### config.mk
export PLATFORM = sky130hd
export DESIGN_NAME = lru_key_value_store_core
export DESIGN_NICKNAME = d
export VERILOG_FILES = /design/src/hw/rtl/lrukv_pkg.sv /design/src/hw/rtl/lru_key_value_store_core.sv /design/src/hw/rtl/lrukv_lookup.sv
export SDC_FILE = /design/constraint.sdc
export NUM_CORES = 2
export LEC_CHECK = 0
export BUFFER_PORTS_ARGS = -buffer_cell sky130_fd_sc_hd__buf_4
export CORE_MARGIN = 2
export CORE_UTILIZATION = 30
export DETAILED_ROUTE_END_ITERATION = 16
export PLACE_DENSITY = 0.5
export SYNTH_ARGS = -nofsm -noshare
export SYNTH_HDL_FRONTEND = slang
export SYNTH_SLANG_ARGS = --single-unit
### constraint.sdc
create_clock -name clock -period 18 [get_ports clock]
set_input_delay 1.8 -clock clock [delete_from_list [all_inputs] [get_ports clock]]
set_output_delay 1.8 -clock clock [all_outputs]
set_load 0.05 [all_outputs]
### src/hw/rtl/lrukv_pkg.sv
package lrukv_pkg;

   localparam int SLOTS = 16;                                   // 2 .. 64
   localparam int IDX_W = (SLOTS > 1) ? $clog2(SLOTS) : 1;
   localparam int CNT_W = $clog2(SLOTS + 1);
   localparam int KEY_W = 32;
   localparam int DATA_W = 32;
   localparam int CAP_W = 5;
   localparam logic [CAP_W-1:0] CAP_RESET = CAP_W'(16);

   typedef enum logic {
      KIND_GET = 1'b0,
      KIND_PUT = 1'b1
   } kind_type;

   typedef struct packed {
      logic             present;
      logic [IDX_W-1:0] found;
      logic [IDX_W-1:0] lru;
      logic [IDX_W-1:0] free;
   } lrukv_sel_type;

endpackage

### src/hw/rtl/lru_key_value_store_core.sv
// Fully associative key-value store with least-recently-used replacement.
// req channel: one word per operation (kind 0 get, kind 1 put) with key and
// value. rsp channel: one word per request, in order, with hit, read value,
// evicted flag and evicted key. csr channel: writes the capacity register
// (0 acts as 1, values above the slot count act as the slot count); write
// it only while no request is in flight.
// A request word lands in an input register; the edge that moves it on does the
// full key compare over all slots, the recency rank update and the slot write,
// and loads the result register that drives rsp_valid. Throughput is one
// request per cycle while rsp is not stalled, bounded by the combinational
// compare and rank update.
// rsp stalls back up one stage: the input register holds its word while the
// result register is full and not taken, and req_ready drops only when both
// are occupied.
// Synchronous reset empties the store and sets capacity to 16; no clearing
// pass is needed.
module lru_key_value_store_core (
   input  logic                                clock,
   input  logic                                reset,
   input  logic                                req_valid,
   output logic                                req_ready,
   input  logic                                req_kind,
   input  logic signed [lrukv_pkg::KEY_W-1:0]  req_lookup_key,
   input  logic signed [lrukv_pkg::DATA_W-1:0] req_store_value,
   output logic                                rsp_valid,
   input  logic                                rsp_ready,
   output logic                                rsp_hit,
   output logic signed [lrukv_pkg::DATA_W-1:0] rsp_read_value,
   output logic                                rsp_evicted,
   output logic signed [lrukv_pkg::KEY_W-1:0]  rsp_evicted_key,
   input  logic                                csr_valid,
   output logic                                csr_ready,
   input  logic [lrukv_pkg::CAP_W-1:0]         csr_capacity
);
   import lrukv_pkg::*;

   logic [CAP_W-1:0]  cap_ff;
   logic              in_vld_ff;
   kind_type          in_kind_ff;
   logic [KEY_W-1:0]  in_key_ff;
   logic [DATA_W-1:0] in_val_ff;
   logic              out_vld_ff;
   logic              out_hit_ff;
   logic [DATA_W-1:0] out_rd_ff;
   logic              out_ev_ff;
   logic [KEY_W-1:0]  out_evk_ff;

   logic [KEY_W-1:0]  key_ff [SLOTS];
   logic [DATA_W-1:0] data_ff [SLOTS];
   logic [SLOTS-1:0]  valid_ff, valid_in;
   logic [IDX_W-1:0]  rec_ff [SLOTS];
   logic [IDX_W-1:0]  rec_in [SLOTS];
   logic [CNT_W-1:0]  used_ff, used_in;

   lrukv_sel_type     sel;
   logic              advance;
   logic              fire;
   logic              is_put;
   logic [CNT_W-1:0]  eff_cap;
   logic              full;
   logic              touch;
   logic              age_all;
   logic [IDX_W-1:0]  tgt;
   logic [IDX_W-1:0]  thr;

   assign advance   = !out_vld_ff || rsp_ready;
   assign fire      = in_vld_ff && advance;
   assign req_ready = !in_vld_ff || advance;
   assign csr_ready = 1'b1;
   assign is_put    = (in_kind_ff == KIND_PUT);

   lrukv_lookup u_lookup (
      .slot_key   (key_ff),
      .slot_valid (valid_ff),
      .slot_rec   (rec_ff),
      .used_count (used_ff),
      .key        (in_key_ff),
      .sel        (sel)
   );

   always_comb begin
      if (cap_ff == '0) begin
         eff_cap = CNT_W'(1);
      end else if (32'(cap_ff) > SLOTS) begin
         eff_cap = CNT_W'(SLOTS);
      end else begin
         eff_cap = CNT_W'(cap_ff);
      end
   end

   assign full = (used_ff >= eff_cap);

   always_comb begin
      valid_in = valid_ff;
      used_in  = used_ff;
      rec_in   = rec_ff;
      touch    = 1'b0;
      age_all  = 1'b0;
      tgt      = sel.found;
      if (fire) begin
         if (sel.present) begin
            touch = 1'b1;
         end else if (is_put) begin
            touch = 1'b1;
            if (full) begin
               tgt = sel.lru;
            end else begin
               tgt           = sel.free;
               age_all       = 1'b1;
               valid_in[tgt] = 1'b1;
               used_in       = used_ff + CNT_W'(1);
            end
         end
      end
      thr = rec_ff[tgt];
      if (touch) begin
         // entries more recent than the touched one age by one; an insert into a free slot ages every valid entry
         for (int i = 0; i < SLOTS; i++) begin
            if (valid_ff[i] && (IDX_W'(i) != tgt) && (age_all || rec_ff[i] < thr)) begin
               rec_in[i] = rec_ff[i] + IDX_W'(1);
            end
         end
         rec_in[tgt] = '0;
      end
   end

   always_ff @(posedge clock) begin
      if (reset) begin
         cap_ff     <= CAP_RESET;
         in_vld_ff  <= 1'b0;
         out_vld_ff <= 1'b0;
         valid_ff   <= '0;
         used_ff    <= '0;
         for (int i = 0; i < SLOTS; i++) begin
            rec_ff[i] <= '0;
         end
      end else begin
         if (csr_valid && csr_ready) begin
            cap_ff <= csr_capacity;
         end
         if (req_valid && req_ready) begin
            in_vld_ff <= 1'b1;
         end else if (fire) begin
            in_vld_ff <= 1'b0;
         end
         if (fire) begin
            out_vld_ff <= 1'b1;
         end else if (rsp_ready) begin
            out_vld_ff <= 1'b0;
         end
         valid_ff <= valid_in;
         used_ff  <= used_in;
         rec_ff   <= rec_in;
      end
   end

   always_ff @(posedge clock) begin
      if (req_valid && req_ready) begin
         in_kind_ff <= kind_type'(req_kind);
         in_key_ff  <= $unsigned(req_lookup_key);
         in_val_ff  <= $unsigned(req_store_value);
      end
      if (fire) begin
         out_hit_ff <= sel.present;
         out_rd_ff  <= (sel.present && !is_put) ? data_ff[sel.found] : '0;
         out_ev_ff  <= !sel.present && is_put && full;
         out_evk_ff <= (!sel.present && is_put && full) ? key_ff[sel.lru] : '0;
         if (is_put) begin
            data_ff[tgt] <= in_val_ff;
            if (!sel.present) begin
               key_ff[tgt] <= in_key_ff;
            end
         end
      end
   end

   assign rsp_valid       = out_vld_ff;
   assign rsp_hit         = out_hit_ff;
   assign rsp_read_value  = $signed(out_rd_ff);
   assign rsp_evicted     = out_ev_ff;
   assign rsp_evicted_key = $signed(out_evk_ff);

endmodule

### src/hw/rtl/lrukv_lookup.sv
module lrukv_lookup (
   input  logic [lrukv_pkg::KEY_W-1:0] slot_key  [lrukv_pkg::SLOTS],
   input  logic [lrukv_pkg::SLOTS-1:0] slot_valid,
   input  logic [lrukv_pkg::IDX_W-1:0] slot_rec  [lrukv_pkg::SLOTS],
   input  logic [lrukv_pkg::CNT_W-1:0] used_count,
   input  logic [lrukv_pkg::KEY_W-1:0] key,
   output lrukv_pkg::lrukv_sel_type    sel
);
   import lrukv_pkg::*;

   logic [SLOTS-1:0] match;
   logic [SLOTS-1:0] oldest;
   logic [CNT_W-1:0] last_rank;

   // valid ranks are unique, so the oldest entry is the one ranked used_count-1
   assign last_rank = used_count - CNT_W'(1);

   always_comb begin
      for (int i = 0; i < SLOTS; i++) begin
         match[i]  = slot_valid[i] && (slot_key[i] == key);
         oldest[i] = slot_valid[i] && (CNT_W'(slot_rec[i]) == last_rank);
      end
   end

   // lowest index wins in every search
   always_comb begin
      sel.present = |match;
      sel.found   = '0;
      sel.lru     = '0;
      sel.free    = '0;
      for (int i = SLOTS - 1; i >= 0; i--) begin
         if (match[i]) begin
            sel.found = IDX_W'(i);
         end
         if (oldest[i]) begin
            sel.lru = IDX_W'(i);
         end
         if (!slot_valid[i]) begin
            sel.free = IDX_W'(i);
         end
      end
   end

endmodule

==> Word-level counts from Yosys, hierarchy flattened <==
Memory sizes are Yosys's and may differ from the RTL's. A register that Yosys moved wholly into a read port is not among the register bits.
Cells that the tools add are included.
{ "word_totals": {"reg_bits": 703, "latchBits": 0, "ramBits": 512, "romBits": 0, "out_inout_bits": 69, "memories": 1} }
{ "mem_list": {"columns": ["name", "depth", "width", "rd", "rd_clocked_by_memory_dff", "write_ports", "line_no", "text"], "rows": [
  ["data_ff", 16, 32, 1, 1, 1, "lru_key_value_store_core.sv:49", "logic [DATA_W-1:0] data_ff [SLOTS];"]
]} }
{ "classes": {"addsub": 18, "n_mul": 0, "div_mod_pow": 0, "order_cmp": 23, "eq_ne": 47, "shifts": 0, "muxes": 112, "n_bitwise": 7, "n_reduce_logical": 101} }
{ "ops": {"columns": ["cell", "count"], "rows": [
  ["$bwmux 512", 1],
  ["$eq 32x32->1", 16],
  ["$mux 4", 87],
  ["$bmux 32 s4", 1],
  ["$demux 32 s4", 1],
  ["$mux 32", 3],
  ["$eq 4x5->1", 16],
  ["$logic_and 1x1->1", 71],
  ["$add 4x1->4 const B", 16],
  ["$and 64x64->64", 1],
  ["$lt 4x4->1", 16],
  ["$not 64->64", 1],
  ["$ne 4x4->1 const A", 8],
  ["$logic_or 1x1->1", 18],
  ["$bmux 4 s4", 1],
  ["$demux 4 s4", 1],
  ["$ne 3x4->1 const A", 4],
  ["$or 16x16->16", 1],
  ["$reduce_or 16->1", 1],
  ["$mux 1", 14],
  ["$ge 5x5->1 const B", 2],
  ["$mux 5", 2],
  ["$not 4->5", 2],
  ["$ne 2x4->1 const A", 2],
  ["other kinds (16)", 22]
]} }

==> Depth between registers and ports, before layout <==
{ "depth": {"ltp_word": 33, "depth_mapped": 32, "mapped_depth_nobuf": 26} }

==> Cells and area by module <==
A second synthesis with hierarchy kept.
{ "hier_totals": {"hier_cells": 3579, "area_unflattened_um2": 57041.0} }
{ "modules_own_cells": {"columns": ["module", "instances", "cells_each", "area_each_um2", "seq_area_each_um2"], "rows": [
  ["lru_key_value_store_core", 1, 2607, 49716.4, 36525.0],
  ["lrukv_lookup", 1, 972, 7324.5, 0.0]
]} }

==> Least setup slack after synthesis <==
No wires, ideal clock.
{ "synth_timing": {"path_type": "input port to flip-flop", "startpoint": "input port rsp_ready", "endpoint": "register rec_ff[19] in the netlist's numbering", "setup_time_ps": 70, "arrival_time_ps": 9795, "required_ps": 17930, "path_slack_ps": 8135, "cell_stages": 18, "n_path_buf": 3, "path_cell_list": "nor2b_1 > nor2b_1 > nand2_1 > nor4b_2 > nand2b_4 > buf_4 > buf_2 > buf_1 > o211ai_1 > a31o_2 > o21ai_0 > ha_1 > o21a_1 > o21a_1 > o22ai_1 > o21ai_2 > or3_1 > a21boi_1"} }
{ "synth_between": {"elab_chain_len": 13} }
{ "synth_rtl": {"columns": ["element", "line_no", "text"], "rows": [
  ["start, declared", "lru_key_value_store_core.sv:26", "input logic rsp_ready,"],
  ["$logic_or 1x1->1 (*)", "lru_key_value_store_core.sv:66", "assign advance = !out_vld_ff || rsp_ready;"],
  ["$logic_and 1x1->1 (*)", "lru_key_value_store_core.sv:67", "assign fire = in_vld_ff && advance;"],
  ["named net fire", "lru_key_value_store_core.sv:57", "logic fire;"],
  ["$mux 4", "lru_key_value_store_core.sv:100", "if (fire) begin"],
  ["$not 4->5 (not written as such)", "lru_key_value_store_core.sv:115, lru_key_value_store_core.sv:123", null],
  ["$bmux 4 s4", "lru_key_value_store_core.sv:115", "thr = rec_ff[tgt];"],
  ["$mux 4 (not written as such) (2 in series)", "lru_key_value_store_core.sv:115", null],
  ["$lt 4x4->1", "lru_key_value_store_core.sv:119", "if (valid_ff[i] && (IDX_W'(i) != tgt) && (age_all || rec_ff[i] < thr)) begin"],
  ["$logic_or 1x1->1", "lru_key_value_store_core.sv:119", null],
  ["$logic_and 1x1->1", "lru_key_value_store_core.sv:119", null],
  ["$mux 4", "lru_key_value_store_core.sv:119", null],
  ["$mux 4", "lru_key_value_store_core.sv:116", "if (touch) begin"],
  ["$and 64x64->64 (no source line)", null, null],
  ["end signal, assigned", "lru_key_value_store_core.sv:153", "rec_ff <= rec_in;"],
  ["end, declared", "lru_key_value_store_core.sv:51", "logic [IDX_W-1:0] rec_ff [SLOTS];"]
]} }
Mark *: on every way through the listed nets, which the timed path passes. The rest lies on a longest branch. The select of a mux whose other input is x is not followed.
A chain may end at the register's enable or synchronous reset.

==> summary.txt <==
Floorplan
  – Vertical extent of the die: 454.8 um
  – Top Ports: 144
  – Site row count: 165
  – Die area: 0.2069 mm2
  – Starting density of the core: 30.17%
  – DIE WIDTH: 454.8 um
  – Area of the core: 0.2021 mm2

CTS
  – H-tree depth reported by CTS: 4
  – Buffers inserted by post-CTS timing repair: 0
  – CTS tree: done
  – Clock tree buffer depth: 3
  – Total of hold buffers inserted after clock tree synthesis: 0
  – Worst-path clk slew: 0.06 ns
  – Count of cells resized by post-cts repair: 0
  – Count of clock tree sinks: 1247
  – Later-pin clock latency in the skew report: 0.80 ns
  – Root buf cell: clkbuf_16
  – TritonCTS Buffers: 146

Power
  – Internal power: 0.004935 W
  – Leakage dissipation: 23.68 nW
  – Part of the power in combinational logic: 4.6%
  – Total power: 0.006410 W
  – Power share of the sequential group: 50.2%
  – Power share of the clock group: 45.3%
  – PwrDens: 92.10 mW/mm2
  – Psw: 0.001476 W
  – Worst IR drop on VDD: 93.84 uV
  – Proportion of total power due to net switching: 23.02%

Place
  – Number of port buffers: 142
  – Placed wire-length estimate: 128.2 mm
  – RD Place Congestion: 0.9245

STA
  – Final setup violation count: 0
  – Setup repair after global routing missed its margin: false
  – FMAX: 130.0 MHz
  – Normalized max-slew margin: 7.693%
  – Clk_skew: 0.04562 ns
  – Time the final worst path needs with I/O delays and setup: 7.693 ns
  – Count of final max-slew check failures: 0
  – Final TNS setup: 0 ns
  – Final hold violation count: 0
  – Pin slew with the least headroom to its limit: 1.373 ns
  – Post-route fraction of the period consumed by the critical path: 42.74%

Setup path
  – Data required, critical path: 18.71 ns
  – Endpoint arrival time on the critical path: 8.41 ns
  – CP Capture Type: flip-flop
  – Buf/Inv on CP: 2
  – Sort of element at the start of the critical path: flip-flop
  – Maximum single-stage delay on the critical path: 0.81 ns
  – Critical-path cell list: buf_4, xor2_1, nor4_1, nand4_1, or4_1, nand4_1, and4bb_4, clkinv_4, nor4b_2, nand2b_4, nor2_1, a21oi_1, a21oi_1, a211oi_1, a31o_2, ha_1, a2111o_1, nor4_4, o21ai_2, or3_1, a21boi_1
  – Largest delay share family, worst path: simple AND/OR/NAND/NOR gates
  – Class of the most critical setup path: reg -> reg
  – Critical Path Fanout Max: 43
  – Standard cell with the maximum stage delay on the critical path: edfxtp_1

Drt
  – DRC violations left: 0
  – Number of DRC markers after the initial detailed-route iteration: 4198
  – Number of vias after detailed routing: 41710
  – Iteration count of the initial detailed-routing pass: 6
  – Mean number of vias per cell: 5.340
  – Routed wire per std cell: 26.27 um
  – Count of nets left with antenna violations after detail routing: 0
  – Wire length reported by the detailed router: 205.2 mm

Finish
  – Area growth from synthesis to final layout: 14.15%
  – Share of layout cells above drive strength 1: 11.33%
  – Flip-flop and latch area: 0.03653 mm2
  – Number of nets at the end of the flow: 5174
  – Fill cell instance count of the final layout: 19850
  – Area occupied by multi-input gates: 0.02312 mm2

Yosys
  – Post-synthesis instance total: 4947
  – Yosys synthesis warning count: 0
  – Dominant cell by count in the synthesized netlist: edfxtp_1
  – Most instantiated cells after synthesis: edfxtp_1 (1155), nand2_1 (576), xor2_1 (465), a211oi_1 (236), nor2_1 (222)
  – Synth Cell Area: 0.06097 mm2
  – Synthesized Nets: 5093
  – Fraction of registers with async set/reset: 0%
  – Biggest area consumer among synthesized cells: edfxtp_1
  – Most frequently used flop master after synthesis: edfxtp_1
  – Top cell type's share of synthesized area: 56.88%
  – EDFF count, synth: 1155
  – Mapped Avg Cell Area: 12.32 um2
  – #FFs+latches synth: 1247
  – Synth unique cells: 96
  – Cell types with the largest area share after synthesis: edfxtp_1 (57%), xor2_1 (6.7%), nand2_1 (3.5%)
  – Share of synthesized area occupied by flip-flops and latches: 59.91%

Run status
  – Outcome: completed

Global route
  – Global-route wire length before repair: 292.1 mm
  – Maximum number of pins on one net before global-route repair: 198
  – Met3 usage: 3.116%
  – Total routing resource utilization after global routing: 19.39%
  – GR met2 Demand/Resource: 31.10%
  – Antenna violations before repair: 4
  – Most used routing layer in global routing: met2
  – Global routing met1 resource utilization: 26.19%
  – Vias in the first global route: 40380
  – Overflow left after global routing: 0

Run
  – Reported max-cap violation count: 0

Hold path
  – Hold WC Path Type: reg -> reg
==> path summary, 6_finish.rpt <==
| check | startpoint | slack (ns) | depth (start not counted) | end |
|---|---|---|---|---|
| worst max-delay path | in_key_ff[31] | 10.31 | 21 | rec_ff[19] |
| worst min-delay path | in_vld_ff | 0.51 | 2 | rsp_valid |
| worst max register to register | in_key_ff[31] | 10.31 | 21 | rec_ff[19] |
| worst min register to register | in_vld_ff | 0.51 | 2 | rsp_valid |
==> per-layer routing <==
| metal | vias up | part of all wire (%) |
|---|---|---|
| met5 | - | 0 |
| met4 | 0 | 3.9 |
| met3 | 314 | 6.1 |
| met2 | 1554 | 47 |
| met1 | 21140 | 43 |
| li1 | 18700 | - |
==> tightest hold or removal path, cell delays in order (launching register included) <==
cell     delay (ns)
dfxtp_1        0.33
nor2_1         0.10
nor2_1         0.04
==> cell type report <==
type	count	share of cell area [%]
multi-input cells	3360	33.22
clock buffers	183	5.524
flip-flops and latches	1247	52.48
repair buffers	247	2.718
inverters	26	0.1474
well taps	2672	4.803
clock inverters	72	1.098
diodes	3	0.01079
==> flip-flops by register name, summed over array words and instances (netlist names) <==
signal and cells:
in_kind_ff 1, in_key_ff 32, rsp_hit 1, in_vld_ff 1, rsp_read_value 32, used_ff 5, rsp_evicted_key 32, in_val_ff 32
data_ff 512, cap_ff 5, valid_ff 16, key_ff 512, rsp_valid 1, rsp_evicted 1, rec_ff 64
==> cell families (layout without fill, tap and decap cells) <==
| group | after synthesis | count (layout) | synth area share [%] |
|---|---|---|---|
| AND/OR/NAND/NOR | 1653 | 1653 | 13.79 |
| flip-flops | 1247 | 1247 | 59.91 |
| AO/OA/AOI/OAI | 779 | 779 | 8.978 |
| XOR/XNOR | 627 | 627 | 9.313 |
| buffers and inverters | 340 | 528 | 2.729 |
| multiplexers | 229 | 229 | 3.825 |
| adder cells (fa/ha/maj) | 71 | 71 | 1.457 |
| other | 1 | 4 | 0.006150 |
==> per-stage QoR <==
stage               hold slack [ns]  instances  area, um2  setup WS (ns)  util [%]
finish                       0.5095       7810      69600          10.31     34.44
global route                 0.5741       7807      69590          10.02     34.43
CTS                          0.5108       7807      69590          10.44     34.43
detailed placement           0.4999       7552      64980          10.31     32.15
global placement             0.4954       7552      64980          10.37     32.15
floorplan                    0.4611       4947      60970          8.135         -
==> cell usage in the layout (no fill, tap or decap), drive strengths merged, types with 40 or more instances in the layout <==
cell type | netlist | layout
nand2 | 577 | 577
o21ai | 138 | 138
nor4 | 183 | 183
nand4 | 95 | 95
edfxtp | 1155 | 1155
a211oi | 236 | 236
buf | 135 | 247
mux2i | 197 | 197
nor3 | 50 | 50
xor2 | 466 | 466
clkbuf | 179 | 183
dfxtp | 92 | 92
nand2b | 40 | 40
a311oi | 67 | 67
nor2 | 223 | 223
nand3 | 142 | 142
xnor2 | 148 | 148
ha | 71 | 71
clkinv | 1 | 56
a21oi | 159 | 159
a31oi | 100 | 100
and2 | 204 | 204
==> power by group through the flow <==
stage          registers [W]  clock network (W)  logic [W]
2_1_floorplan        0.00330                  0   0.000144
3_3_place_gp         0.00328                  0   0.000292
3_5_place_dp         0.00328                  0   0.000292
4_1_cts              0.00322            0.00297   0.000292
5_1_grt              0.00322            0.00307   0.000308
6_report             0.00322            0.00290   0.000293
(Power assumes the default switching activity.)
